File: src/jets_pkg.sv
// shared types and constants for the julia escape-time pixel block
// no dependencies; used by every module under src

package jets_pkg;

  localparam int FRAC_BITS = 26;
  localparam int MAX_ITERS = 1024;
  localparam int MAX_SIDE  = 4096;

  localparam int FIX_W   = 32;
  localparam int PROD_W  = 2 * FIX_W;
  localparam int COORD_W = 12;
  localparam int CNT_W   = 11;
  localparam int SIDE_W  = 13;
  localparam int HALF_W  = SIDE_W - 1;
  localparam int GRAY_W  = 8;
  localparam int ADDR_W  = 4;
  localparam int DATA_W  = 32;

  // dividend holds |p - h| scaled by 2^(FRAC_BITS+1), or count*255 for the gray level
  localparam int DVD_W = COORD_W + FRAC_BITS + 1;
  localparam int DEN_W = HALF_W;

  localparam logic [PROD_W-1:0] ESC_BOUND = PROD_W'(4) << (2 * FRAC_BITS);

  typedef struct packed {
    logic [FIX_W-1:0]  c_real;
    logic [FIX_W-1:0]  c_imag;
    logic [CNT_W-1:0]  iteration_limit;
    logic [SIDE_W-1:0] image_side;
  } cfg_t;

  typedef struct packed {
    logic             start;
    logic [DVD_W-1:0] dividend;
    logic [DEN_W-1:0] divisor;
  } div_req_t;

  typedef enum logic [1:0] {
    REG_C_REAL,
    REG_C_IMAG,
    REG_ITER_LIMIT,
    REG_IMAGE_SIDE
  } reg_idx_t;

  typedef enum logic [3:0] {
    ST_IDLE,
    ST_DIVX,
    ST_WAITX,
    ST_DIVY,
    ST_WAITY,
    ST_SQRE,
    ST_SQIM,
    ST_TEST,
    ST_UPDATE,
    ST_GRAY,
    ST_WAITG,
    ST_HOLD
  } state_t;

endpackage

File: src/jets_regs.sv
// apb-style configuration registers: julia constant, iteration limit, image side
// depends on jets_pkg

module jets_regs (
  input  logic                           clk,
  input  logic                           rst,
  input  logic                           psel,
  input  logic                           penable,
  input  logic                           pwrite,
  input  logic [jets_pkg::ADDR_W-1:0]    paddr,
  input  logic [jets_pkg::DATA_W-1:0]    pwdata,
  output logic [jets_pkg::DATA_W-1:0]    prdata,
  output logic                           pready,
  output jets_pkg::cfg_t                 cfg
);

  jets_pkg::reg_idx_t idx;
  logic               wr;

  assign pready = 1'b1;
  assign idx    = jets_pkg::reg_idx_t'(paddr[jets_pkg::ADDR_W-1:2]);
  assign wr     = psel && penable && pwrite && pready;

  always_ff @(posedge clk) begin
    if (rst) begin
      cfg.c_real          <= '0;
      cfg.c_imag          <= '0;
      cfg.iteration_limit <= jets_pkg::CNT_W'(256);
      cfg.image_side      <= jets_pkg::SIDE_W'(1024);
    end else if (wr) begin
      case (idx)
        jets_pkg::REG_C_REAL:     cfg.c_real <= pwdata;
        jets_pkg::REG_C_IMAG:     cfg.c_imag <= pwdata;
        jets_pkg::REG_ITER_LIMIT: cfg.iteration_limit <= pwdata[jets_pkg::CNT_W-1:0];
        jets_pkg::REG_IMAGE_SIDE: cfg.image_side <= pwdata[jets_pkg::SIDE_W-1:0];
        default: ;
      endcase
    end
  end

  always_comb begin
    case (idx)
      jets_pkg::REG_C_REAL:     prdata = cfg.c_real;
      jets_pkg::REG_C_IMAG:     prdata = cfg.c_imag;
      jets_pkg::REG_ITER_LIMIT:
        prdata = {{(jets_pkg::DATA_W-jets_pkg::CNT_W){1'b0}}, cfg.iteration_limit};
      jets_pkg::REG_IMAGE_SIDE:
        prdata = {{(jets_pkg::DATA_W-jets_pkg::SIDE_W){1'b0}}, cfg.image_side};
      default:                  prdata = '0;
    endcase
  end

endmodule

File: src/jets_div.sv
// restoring unsigned divider, one quotient bit per cycle
// depends on jets_pkg; shared by the start-value and gray-level divisions

module jets_div (
  input  logic                         clk,
  input  logic                         rst,
  input  jets_pkg::div_req_t           req,
  output logic                         done,
  output logic [jets_pkg::DVD_W-1:0]   quot
);

  localparam int STEP_W = $clog2(jets_pkg::DVD_W + 1);

  logic                       busy;
  logic [STEP_W-1:0]          steps;
  logic [jets_pkg::DVD_W-1:0] dvd;
  logic [jets_pkg::DEN_W-1:0] rem;
  logic [jets_pkg::DEN_W-1:0] den;
  logic [jets_pkg::DEN_W:0]   trial;
  logic [jets_pkg::DEN_W:0]   trial_sub;
  logic                       fits;
  logic [jets_pkg::DEN_W-1:0] rem_next;

  assign trial     = {rem, dvd[jets_pkg::DVD_W-1]};
  assign trial_sub = trial - {1'b0, den};
  assign fits      = trial >= {1'b0, den};
  assign rem_next  = fits ? trial_sub[jets_pkg::DEN_W-1:0] : trial[jets_pkg::DEN_W-1:0];
  assign quot      = dvd;

  always_ff @(posedge clk) begin
    if (rst) begin
      busy  <= 1'b0;
      done  <= 1'b0;
      steps <= '0;
    end else begin
      done <= 1'b0;
      if (req.start) begin
        busy  <= 1'b1;
        steps <= STEP_W'(jets_pkg::DVD_W);
      end else if (busy) begin
        steps <= steps - STEP_W'(1);
        if (steps == STEP_W'(1)) begin
          busy <= 1'b0;
          done <= 1'b1;
        end
      end
    end
  end

  // quotient bits shift in where the dividend bits shift out
  always_ff @(posedge clk) begin
    if (req.start) begin
      dvd <= req.dividend;
      rem <= '0;
      den <= req.divisor;
    end else if (busy) begin
      dvd <= {dvd[jets_pkg::DVD_W-2:0], fits};
      rem <= rem_next;
    end
  end

endmodule

File: src/jets_mul.sv
// shared signed 32x32 multiplier with registered 64-bit product
// depends on jets_pkg

module jets_mul (
  input  logic                               clk,
  input  logic signed [jets_pkg::FIX_W-1:0]  a,
  input  logic signed [jets_pkg::FIX_W-1:0]  b,
  output logic signed [jets_pkg::PROD_W-1:0] prod
);

  always_ff @(posedge clk) begin
    prod <= a * b;
  end

endmodule

File: src/julia_escape_time_pixel.sv
// top level of the julia escape-time pixel evaluator
// depends on jets_pkg, jets_regs, jets_div, jets_mul

// One beat in carries a pixel (pixel_x, pixel_y) of a square image; one beat out
// carries its escape count, gray level and escape flag. The pixel is mapped to
// z = 2*(p-h)/h per axis (h = image_side/2) with a bit-serial divider (per axis:
// a start, 39 quotient bits, then the quotient is taken), then z = z*z + c is
// iterated in signed Q5.26 on one shared 32x32 multiplier: each step is re*im
// and the update, then re^2 and im^2 for the escape test, which also feed the
// next step; the final step skips the update. The gray level is a third pass
// through the divider. in_stall is high in every state but idle, from one
// accepted pixel beat until the sequencer is idle again; the result sits in an
// output register, so the next pixel may start while the previous result waits
// on out_stall.
// Limit 0 acts as 1, limit above 1024 as 1024; side below 2 acts as 2, above
// 4096 as 4096. Configuration is written over the apb-style port at byte
// addresses 0 (c_real), 4 (c_imag), 8 (iteration_limit), 12 (image_side) and
// must only change while no pixel is in flight.

module julia_escape_time_pixel (
  input  logic                             clk,
  input  logic                             rst,
  // configuration port
  input  logic                             psel,
  input  logic                             penable,
  input  logic                             pwrite,
  input  logic [jets_pkg::ADDR_W-1:0]      paddr,
  input  logic [jets_pkg::DATA_W-1:0]      pwdata,
  output logic [jets_pkg::DATA_W-1:0]      prdata,
  output logic                             pready,
  // pixel beats in
  input  logic                             in_valid,
  output logic                             in_stall,
  input  logic [jets_pkg::COORD_W-1:0]     pixel_x,
  input  logic [jets_pkg::COORD_W-1:0]     pixel_y,
  // result beats out
  output logic                             out_valid,
  input  logic                             out_stall,
  output logic [jets_pkg::CNT_W-1:0]       iteration_count,
  output logic [jets_pkg::GRAY_W-1:0]      gray_level,
  output logic                             escaped
);

  localparam int FIX_W  = jets_pkg::FIX_W;
  localparam int PROD_W = jets_pkg::PROD_W;
  localparam int CNT_W  = jets_pkg::CNT_W;
  localparam int HALF_W = jets_pkg::HALF_W;
  localparam int DVD_W  = jets_pkg::DVD_W;

  jets_pkg::cfg_t     cfg;
  jets_pkg::state_t   state;
  jets_pkg::state_t   state_next;
  jets_pkg::div_req_t div_req;
  logic               div_done;
  logic [DVD_W-1:0]   div_quot;

  logic signed [FIX_W-1:0]  mul_a;
  logic signed [FIX_W-1:0]  mul_b;
  logic signed [PROD_W-1:0] prod;

  // latched pixel and iteration state
  logic [jets_pkg::COORD_W-1:0] px;
  logic [jets_pkg::COORD_W-1:0] py;
  logic signed [FIX_W-1:0]      re;
  logic signed [FIX_W-1:0]      im;
  logic signed [PROD_W-1:0]     rr;
  logic signed [PROD_W-1:0]     ii;
  logic [CNT_W-1:0]             iter;
  logic [CNT_W-1:0]             cnt;
  logic                         esc;
  logic                         first;
  logic [jets_pkg::GRAY_W-1:0]  gray;

  // effective configuration
  logic [CNT_W-1:0]           lim;
  logic [jets_pkg::SIDE_W-1:0] side;
  logic [HALF_W-1:0]          half;

  logic                       in_take;
  logic                       out_free;
  logic signed [HALF_W:0]     dx;
  logic signed [HALF_W:0]     dy;
  logic [HALF_W-1:0]          dx_mag;
  logic [HALF_W-1:0]          dy_mag;
  logic [CNT_W+7:0]           cnt_x255;
  logic signed [PROD_W-1:0]   diff;
  logic signed [PROD_W-1:0]   nr_w;
  logic signed [PROD_W-1:0]   ni_w;
  logic [PROD_W-1:0]          mag;
  logic                       esc_hit;
  logic                       last_iter;

  // start value: truncated quotient, sign applied, clamped to q5.26
  function automatic logic [FIX_W-1:0] start_fix(input logic [DVD_W-1:0] q,
                                                 input logic neg);
    logic over_pos;
    logic over_neg;
    over_pos = |q[DVD_W-1:FIX_W-1];
    over_neg = (|q[DVD_W-1:FIX_W]) | (q[FIX_W-1] & (|q[FIX_W-2:0]));
    if (neg) begin
      start_fix = over_neg ? {1'b1, {(FIX_W-1){1'b0}}} : -q[FIX_W-1:0];
    end else begin
      start_fix = over_pos ? {1'b0, {(FIX_W-1){1'b1}}} : q[FIX_W-1:0];
    end
  endfunction

  // clamp a wide signed value to q5.26
  function automatic logic [FIX_W-1:0] sat_fix(input logic signed [PROD_W-1:0] v);
    if (v[PROD_W-1:FIX_W-1] == {(PROD_W-FIX_W+1){v[PROD_W-1]}}) begin
      sat_fix = v[FIX_W-1:0];
    end else begin
      sat_fix = v[PROD_W-1] ? {1'b1, {(FIX_W-1){1'b0}}} : {1'b0, {(FIX_W-1){1'b1}}};
    end
  endfunction

  jets_regs u_regs (
    .clk     (clk),
    .rst     (rst),
    .psel    (psel),
    .penable (penable),
    .pwrite  (pwrite),
    .paddr   (paddr),
    .pwdata  (pwdata),
    .prdata  (prdata),
    .pready  (pready),
    .cfg     (cfg)
  );

  jets_div u_div (
    .clk  (clk),
    .rst  (rst),
    .req  (div_req),
    .done (div_done),
    .quot (div_quot)
  );

  jets_mul u_mul (
    .clk  (clk),
    .a    (mul_a),
    .b    (mul_b),
    .prod (prod)
  );

  // clamp limit and side into their supported ranges
  always_comb begin
    if (cfg.iteration_limit == '0) begin
      lim = CNT_W'(1);
    end else if (cfg.iteration_limit > CNT_W'(jets_pkg::MAX_ITERS)) begin
      lim = CNT_W'(jets_pkg::MAX_ITERS);
    end else begin
      lim = cfg.iteration_limit;
    end
    if (cfg.image_side < jets_pkg::SIDE_W'(2)) begin
      side = jets_pkg::SIDE_W'(2);
    end else if (cfg.image_side > jets_pkg::SIDE_W'(jets_pkg::MAX_SIDE)) begin
      side = jets_pkg::SIDE_W'(jets_pkg::MAX_SIDE);
    end else begin
      side = cfg.image_side;
    end
  end

  assign half = side[jets_pkg::SIDE_W-1:1];

  // offsets from the image center, as sign and magnitude for the divider
  assign dx     = signed'({1'b0, px}) - signed'({1'b0, half});
  assign dy     = signed'({1'b0, py}) - signed'({1'b0, half});
  assign dx_mag = dx[HALF_W] ? HALF_W'(-dx) : dx[HALF_W-1:0];
  assign dy_mag = dy[HALF_W] ? HALF_W'(-dy) : dy[HALF_W-1:0];

  // count * 255 as a shift and subtract
  assign cnt_x255 = {cnt, 8'b0} - {8'b0, cnt};

  // one step of z*z + c from registered squares and cross product
  // the constants are sign-extended as signed so the shifts stay arithmetic
  assign diff = rr - ii;
  assign nr_w = (diff >>> jets_pkg::FRAC_BITS)
                + $signed({{(PROD_W-FIX_W){cfg.c_real[FIX_W-1]}}, cfg.c_real});
  assign ni_w = (prod >>> (jets_pkg::FRAC_BITS - 1))
                + $signed({{(PROD_W-FIX_W){cfg.c_imag[FIX_W-1]}}, cfg.c_imag});

  // escape test: re^2 sits in rr, im^2 arrives on the multiplier output
  assign mag       = $unsigned(rr) + $unsigned(prod);
  assign esc_hit   = mag > jets_pkg::ESC_BOUND;
  assign last_iter = (iter + CNT_W'(1)) == lim;

  assign in_take  = in_valid && !in_stall;
  assign out_free = !out_valid || !out_stall;

  // next state
  always_comb begin
    state_next = state;
    case (state)
      jets_pkg::ST_IDLE:   if (in_valid) state_next = jets_pkg::ST_DIVX;
      jets_pkg::ST_DIVX:   state_next = jets_pkg::ST_WAITX;
      jets_pkg::ST_WAITX:  if (div_done) state_next = jets_pkg::ST_DIVY;
      jets_pkg::ST_DIVY:   state_next = jets_pkg::ST_WAITY;
      jets_pkg::ST_WAITY:  if (div_done) state_next = jets_pkg::ST_SQRE;
      jets_pkg::ST_SQRE:   state_next = jets_pkg::ST_SQIM;
      jets_pkg::ST_SQIM:   state_next = jets_pkg::ST_TEST;
      jets_pkg::ST_TEST: begin
        if (!first && (esc_hit || last_iter)) begin
          state_next = jets_pkg::ST_GRAY;
        end else begin
          state_next = jets_pkg::ST_UPDATE;
        end
      end
      jets_pkg::ST_UPDATE: state_next = jets_pkg::ST_SQRE;
      jets_pkg::ST_GRAY:   state_next = jets_pkg::ST_WAITG;
      jets_pkg::ST_WAITG:  if (div_done) state_next = jets_pkg::ST_HOLD;
      jets_pkg::ST_HOLD:   if (out_free) state_next = jets_pkg::ST_IDLE;
      default:             state_next = jets_pkg::ST_IDLE;
    endcase
  end

  // sequencer outputs: handshake, divider request, multiplier operands
  always_comb begin
    in_stall         = 1'b1;
    div_req.start    = 1'b0;
    div_req.dividend = {{(DVD_W-CNT_W-8){1'b0}}, cnt_x255};
    div_req.divisor  = {{(HALF_W-CNT_W){1'b0}}, lim};
    mul_a            = re;
    mul_b            = im;
    case (state)
      jets_pkg::ST_IDLE: in_stall = 1'b0;
      jets_pkg::ST_DIVX: begin
        div_req.start    = 1'b1;
        div_req.dividend = {dx_mag, {(jets_pkg::FRAC_BITS+1){1'b0}}};
        div_req.divisor  = half;
      end
      jets_pkg::ST_DIVY: begin
        div_req.start    = 1'b1;
        div_req.dividend = {dy_mag, {(jets_pkg::FRAC_BITS+1){1'b0}}};
        div_req.divisor  = half;
      end
      jets_pkg::ST_SQRE: begin
        mul_a = re;
        mul_b = re;
      end
      jets_pkg::ST_SQIM: begin
        mul_a = im;
        mul_b = im;
      end
      jets_pkg::ST_GRAY: div_req.start = 1'b1;
      default: ;
    endcase
  end

  // control registers
  always_ff @(posedge clk) begin
    if (rst) begin
      state     <= jets_pkg::ST_IDLE;
      out_valid <= 1'b0;
      first     <= 1'b0;
    end else begin
      state <= state_next;
      if (in_take) begin
        first <= 1'b1;
      end else if (state == jets_pkg::ST_TEST) begin
        first <= 1'b0;
      end
      if (state == jets_pkg::ST_HOLD && out_free) begin
        out_valid <= 1'b1;
      end else if (out_valid && !out_stall) begin
        out_valid <= 1'b0;
      end
    end
  end

  // datapath registers
  always_ff @(posedge clk) begin
    case (state)
      jets_pkg::ST_IDLE: begin
        if (in_take) begin
          px   <= pixel_x;
          py   <= pixel_y;
          iter <= '0;
        end
      end
      jets_pkg::ST_WAITX: if (div_done) re <= start_fix(div_quot, dx[HALF_W]);
      jets_pkg::ST_WAITY: if (div_done) im <= start_fix(div_quot, dy[HALF_W]);
      jets_pkg::ST_SQIM:  rr <= prod;
      jets_pkg::ST_TEST: begin
        ii <= prod;
        if (!first) begin
          if (esc_hit) begin
            cnt <= iter;
            esc <= 1'b1;
          end else if (last_iter) begin
            cnt <= lim;
            esc <= 1'b0;
          end else begin
            iter <= iter + CNT_W'(1);
          end
        end
      end
      jets_pkg::ST_UPDATE: begin
        re <= sat_fix(nr_w);
        im <= sat_fix(ni_w);
      end
      jets_pkg::ST_WAITG: if (div_done) gray <= div_quot[jets_pkg::GRAY_W-1:0];
      jets_pkg::ST_HOLD: begin
        if (out_free) begin
          iteration_count <= cnt;
          gray_level      <= gray;
          escaped         <= esc;
        end
      end
      default: ;
    endcase
  end

  // the divider only finishes while the sequencer waits for it
  a_div_done_in_wait: assert property (@(posedge clk) disable iff (rst)
    div_done |-> (state == jets_pkg::ST_WAITX || state == jets_pkg::ST_WAITY ||
                  state == jets_pkg::ST_WAITG))
    else $error("divider finished outside a wait state");

  // a new result beat only appears out of the hold state
  a_out_from_hold: assert property (@(posedge clk) disable iff (rst)
    $rose(out_valid) |-> $past(state == jets_pkg::ST_HOLD))
    else $error("result beat raised outside the hold state");

  // a finished pixel cannot leave hold while the previous beat is still stalled
  a_hold_waits: assert property (@(posedge clk) disable iff (rst)
    (state == jets_pkg::ST_HOLD && out_valid && out_stall) |=>
      (state == jets_pkg::ST_HOLD))
    else $error("hold state left while the output register was busy");

endmodule
File: config.mk
export PLATFORM = sky130hd
export DESIGN_NAME = julia_escape_time_pixel
export DESIGN_NICKNAME = d
export VERILOG_FILES = /design/src/jets_pkg.sv /design/src/jets_regs.sv /design/src/jets_div.sv /design/src/jets_mul.sv /design/src/julia_escape_time_pixel.sv
export SDC_FILE = /design/constraint.sdc
export NUM_CORES = 2
export LEC_CHECK = 0
export BUFFER_PORTS_ARGS = -buffer_cell sky130_fd_sc_hd__buf_2
export CELL_PAD_IN_SITES_DETAIL_PLACEMENT = 1
export CELL_PAD_IN_SITES_GLOBAL_PLACEMENT = 2
export CORE_MARGIN = 2
export CORE_UTILIZATION = 43
export CTS_BUF_LIST = sky130_fd_sc_hd__clkbuf_8
export CTS_CLUSTER_DIAMETER = 100
export DETAILED_ROUTE_END_ITERATION = 10
export PLACE_DENSITY_LB_ADDON = 0.1
export REMOVE_ABC_BUFFERS = 1
export SETUP_SLACK_MARGIN = 0.2
export SYNTH_ARGS = -nofsm -noshare
export SYNTH_HDL_FRONTEND = slang
export SYNTH_HIERARCHICAL = 1
export SYNTH_SLANG_ARGS = --single-unit
File: constraint.sdc
create_clock -name clk -period 15.38 [get_ports clk]
set_clock_uncertainty 0.2 [all_clocks]
set_input_delay 0.769 -clock clk [delete_from_list [all_inputs] [get_ports clk]]
set_output_delay 0.769 -clock clk [all_outputs]
set_load 0.05 [all_outputs]
After elaboration in Yosys (flattened, before gate mapping):

Index checks and enable logic that the tools add are counted.

* word-level logic and storage cells: 169
* input port bits: 67
* output and inout bits: 55
* register bits: 496

* mux-type cells: 52
* add/sub/neg operators: 13
* equal/unequal tests: 27
* reduce and logical (&&, ||, !) cells: 39
* bitwise operators: 4
* order comparisons: 5
* $mul: 1

Operators with widths (number)
* $mux W32: 12
* $pmux W32 S2: 2
* $pmux W32 S4: 1
* $pmux W51 S2: 1
* $mux W11: 8
* $mux W39: 2
* $add A64 B64 Y64: 1
* $eq A32 B32 Y1: 2
* $gt A64 B55 Y1 const B: 1
* $mul A32 B32 Y64: 1
* $sub A64 B64 Y64: 1
* $pmux W4 S12: 1
* $add A39 B32 Y40: 1
* $add A38 B32 Y39: 1
* $mux W12: 3
* $neg A32 Y32: 1
* $reduce_or A31 Y1: 1
* $mux W13: 2
* $sub A12 B12 Y13: 2
* $neg A12 Y12: 2
* $pmux W11 S2: 1
* $mux W4: 5
* $sub A19 B11 Y19: 1
* $reduce_and A2 Y1: 9
* 35 further kinds: 79

Depth between registers and ports, before layout:

* word-level depth: 8
* gate-level depth with buffers: 34
* mapped depth without buffers: 31

Hierarchy:

The synthesis kept the hierarchy.

Modules (own cells, without submodules)
* jets_mul: cells an instance 4060, instances 1, area an instance 37875.1 um^2, sequential area each 1281.2 um^2
* julia_escape_time_pixel: cells an instance 2873, instances 1, area an instance 25690.9 um^2, sequential area each 8137.8 um^2
* jets_regs: cells an instance 407, instances 1, area an instance 4181.5 um^2, sequential area each 1761.7 um^2
* jets_div: cells an instance 286, instances 1, area an instance 3518.4 um^2, sequential area each 1931.9 um^2

Least setup slack after synthesis:

Ideal clock, no wire load.

* path kind: reg-to-reg
* start: register state[3]
* end: register u_mul/prod[57] (netlist bit)
* clock period less this slack: 10721 ps
* stages on the path, launching flop included: 32
* path slack: 4659 ps
* setup time: 74 ps
* required time: 15106 ps
* arrival time: 10447 ps
* buffers on the path: 3
* cell sequence: dfxtp_1 inv_1 nand2_1 nor3b_1 clkbuf_1 mux2_2 clkbuf_1 nand2_1 fa_1 inv_1 fa_1 fa_1 inv_1 fa_1 inv_1 fa_1 fa_1 fa_1 inv_1 fa_1 inv_1 ha_1 clkbuf_1 a21oi_1 o21bai_1 a21o_1 a31oi_1 nor3_1 a221oi_2 o41a_1 or3_1 a31oi_1

* longest elaborated chain between the ends: 3
* elaborated cells between the ends (all ways): 5
* classes of those cells: 1 x mul; 2 x eq/ne; 2 x mux

RTL lines
* start: declaration: RTL line julia_escape_time_pixel.sv:51 `jets_pkg::state_t state;`
* start signal: assignment: RTL line julia_escape_time_pixel.sv:251 `state <= jets_pkg::ST_IDLE;`
* start signal: assignment: RTL line julia_escape_time_pixel.sv:255 `state <= state_next;`
* $eq A4 B3 Y1: RTL line julia_escape_time_pixel.sv:223 `case (state)`
* $mux W32: RTL line julia_escape_time_pixel.sv:223
* net mul_a[27]: RTL line julia_escape_time_pixel.sv:57 `logic signed [FIX_W-1:0] mul_a;`
* $mul A32 B32 Y64: RTL line jets_mul.sv:12 `prod <= a * b;`
* end signal: assignment: RTL line jets_mul.sv:12
* end: declaration: RTL line jets_mul.sv:8 `output logic signed [jets_pkg::PROD_W-1:0] prod`

The timed path passes the listed nets, and every way through them passes these cells.
A chain may end at the register's enable or synchronous reset.

Final worst setup path:

* start: register state[2]
* end: register u_mul/prod[63] (netlist bit)

* longest elaborated chain between the ends: 3
* elaborated cells between the ends (all ways): 5
* classes of those cells: 1 x mul; 2 x eq/ne; 2 x mux

RTL lines
* $eq A4 B3 Y1: RTL line julia_escape_time_pixel.sv:223
* $mux W32: RTL line julia_escape_time_pixel.sv:223
* net mul_b[31]: RTL line julia_escape_time_pixel.sv:58 `logic signed [FIX_W-1:0] mul_b;`
* $mul A32 B32 Y64: RTL line jets_mul.sv:12

The timed path passes the listed nets, and every way through them passes these cells.

==> results by group <==
Die
  • Die Wd: 411 um
  • Cell Rows: 149
  • Core area: 165000 um2
  • Total Die Area: 169000 um2
  • Ports: 122
  • DIE HEIGHT: 411 um
  • Initial Util: 43.2%

Setup path
  • Critical path's slowest cell: nor4_1
  • CP top delay family: adder cells
  • Buf+Inv Stages, Crit Path: 6
  • Setup CP Type: reg -> reg
  • Largest stage delay on the critical path: 1180 ps
  • Most used cell, CP: fa_1
  • Crit Reg-Reg Startpoint: state[2]
  • CP Max Fanout: 32
  • Crit path DAT: 12080 ps
  • Crit. Startpoint: state[2]
  • Critical path data required time: 15840 ps
  • Crit. End Element: register
  • Crit start category: register

STA
  • RSZ-0062 raised after global routing: false
  • Max Freq: 0.0861 GHz
  • Fin crit period: 11620 ps
  • Final Hold Violating Endpoints: 0
  • Final setup violation count: 0
  • Final Slew Violations: 0
  • Hold_ws: 68.6 ps
  • Slew headroom: 5.37%
  • Actual slew at the worst max-slew pin: 1410 ps
  • Final period utilization: 75.5%

Min path
  • Hold Path Class: in -> reg
  • Hold path startpoint: pwdata[17]

Pwr
  • PwrDens: 147 nW/um2
  • Net switching power: 5.79 mW
  • Pleak: 35.0 nW
  • Peak supply drop: 0.194 mV
  • Proportion of power drawn by combinational gates: 69.0%
  • Internal: 5.36 mW
  • Sw Ratio: 52.0%
  • Sequential power share: 17.8%
  • Clk pwr share: 13.2%

Synth
  • Count leader, synth: inv_1
  • Yosys warns: 6
  • Seq/Total Area, Yosys: 18.4%
  • Synth Area in Compound Gates: 10.9%
  • Synth Area in XOR/XNOR: 3.51%
  • Unique masters post-synth: 114
  • Post-synth EDFFs: 318
  • Mux cell area share after synthesis: 3.84%
  • Largest family of logic cells by synthesized area: adder cells
  • Synth Cell Area: 71300 um2
  • Top post-synthesis cells by count: inv_1 (1247), fa_1 (1088), nand2_1 (779)
  • Synth top area cells: fa_1 (31%), edfxtp_1 (13%), ha_1 (7.6%)
  • Yosys top cell by area: fa_1
  • Post-Synth Simple-Gate Area: 16.5%
  • Synth Register Bits: 496
  • Top_reg_cell synth: edfxtp_1
  • Fraction of registers with async set or reset after synthesis: 0%
  • Synth Area in Adders: 38.2%
  • Mean Syn Cell Area: 9.35 um2
  • Mapped Cells: 7626
  • Yosys top cell area share: 30.6%

Layout
  • Layout area overhead: 6.65%
  • Ratio of cells with drive above 1 in the final layout: 7.13%
  • Final Core Density: 46.1%
  • Filler instances: 18941
  • Fin nets: 9159

Routing
  • WL/cell: 25.2 um
  • Routed WL: 248000 um
  • Drt first-iter violations: 3120
  • DRT antenna net count: 0
  • Number of vias per cell: 5.61
  • # DRC: 0
  • DR pass1 iterations: 5
  • DR vias: 55213

Placed design
  • IO buf count: 118
  • GPL Wtd Cong: 0.906
  • Dpl hpwl: 192000 um

GRT
  • First-pass GRT wire length: 378000 um
  • Vias in the first global route: 60515
  • Initial antenna violation count: 19
  • Largest net degree at the start of global routing: 76
  • Remaining Overflow, GRT: 0
  • All-Layer GR Usage: 29.7%

Clocking
  • Post-CTS Setup Bufs: 0
  • Skew-Pair Late Insertion Delay: 800 ps
  • Root Buffer: clkbuf_8
  • H-Tree Depth: 3
  • Clock-pin slew on the worst setup and hold paths: 60 ps
  • Clock Sinks: 496
  • Resize count post-CTS: 0
  • Clk buf depth: 3
  • CTS buffer count: 92
  • CTS tree: done

Run
  • Max-cap violations: 0

Outcome
  • Outcome: finished clean
==> path summary, 6_finish.rpt <==
check	end	slack [ps]	cells after the start
max reg2reg	u_mul/prod[63]	3760	28
max	u_mul/prod[63]	3760	28
min	u_regs/cfg[41]	70	3
min reg2reg	escaped	230	0
==> routing by layer <==
| layer | up-vias | track usage, % | wire length [um] |
|---|---|---|---|
| met5 | - | 0 | 27 |
| met4 | 4 | 11.6 | 10700 |
| met3 | 464 | 2.70 | 10100 |
| met2 | 1294 | 51.8 | 123000 |
| met1 | 28868 | 38.2 | 105000 |
| li1 | 24583 | - | - |
==> metrics by stage <==
| step | setup WS [ps] | total power [mW] | setup TNS (ps) | area, um2 | instances |
|---|---|---|---|---|---|
| 2_1_floorplan | -792 | 7.06 | -9990 | 69800 | 7263 |
| 3_3_place_gp | 3920 | 9.57 | 0 | 73700 | 9641 |
| 3_5_place_dp | 3800 | 9.66 | 0 | 73700 | 9641 |
| 4_1_cts | 3730 | 11.2 | 0 | 76000 | 9837 |
| 5_1_grt | 3300 | 12.1 | 0 | 76000 | 9838 |
| 6_report | 3760 | 11.1 | 0 | 76000 | 9845 |
==> power groups by stage <==
stage	registers, mW	clock network [mW]	logic, mW
final	1.98	1.47	7.70
after global routing	1.99	1.56	8.54
after CTS	1.98	1.51	7.70
after detailed placement	2.01	0	7.65
after global placement	2.00	0	7.57
after floorplan	1.82	0	5.24
==> layout make-up <==
cell class / instances / area [um2] / area share, %
Tap cell: 2189 / 2740 / 3.60
Multi-Input combinational cell: 5520 / 52000 / 68.5
Timing Repair Buffer: 213 / 1370 / 1.80
Antenna cell: 8 / 20.0 / 0.0263
Inverter: 1247 / 4680 / 6.16
Clock buffer: 98 / 1350 / 1.77
Clock inverter: 74 / 706 / 0.928
Sequential cell: 496 / 13100 / 17.3
==> worst min-delay path: stages <==
cell and delay, ps:
buf_2 100, nand2b_1 80, mux2i_1 60
==> sequential cells by signal (all words and copies together) (netlist names), 4 cells and up <==
register and count:
re 32, px 12, cnt 11, u_div/rem 12, gray 8, gray_level 8
u_mul/prod 64, rr 64, u_div/steps 6, ii 64, u_div/den 12, py 12
im 32, u_regs/cfg 88, u_div/quot 39, state 4, iteration_count 11, iter 11
==> placed cells by master, fill, tap and decap left out, types with 51 or more instances in the layout <==
| cell type | instances |
|---|---|
| inv_1 | 1270 |
| fa_1 | 1088 |
| nand2_1 | 779 |
| and2_1 | 543 |
| ha_1 | 434 |
| nor2_1 | 319 |
| edfxtp_1 | 318 |
| a21oi_1 | 270 |
| o21ai_0 | 233 |
| dfxtp_1 | 178 |
| xnor2_1 | 162 |
| nand2b_1 | 159 |
| a21o_1 | 155 |
| xor2_1 | 124 |
| mux2i_1 | 118 |
| buf_2 | 117 |
| mux2_2 | 113 |
| clkbuf_8 | 98 |
| nor3_1 | 85 |
| nand3_1 | 82 |
| nor2b_1 | 72 |
| buf_4 | 72 |
| o21a_1 | 51 |
| nand4_1 | 51 |
==> logic make-up after synthesis <==
family	count (synthesis)
fa+ha+maj	1522
xor+xnor	286
compound gates	1150
flops	496
mux	245
buf+inv	1617
simple gates	2308
other cells	2
==> timing repair <==
item,4_1_cts,5_1_grt
setup endpoints to repair,0,0
hold buffers,24,0
hold endpoints to repair,24,0
Power figures use the tool's default switching activity.
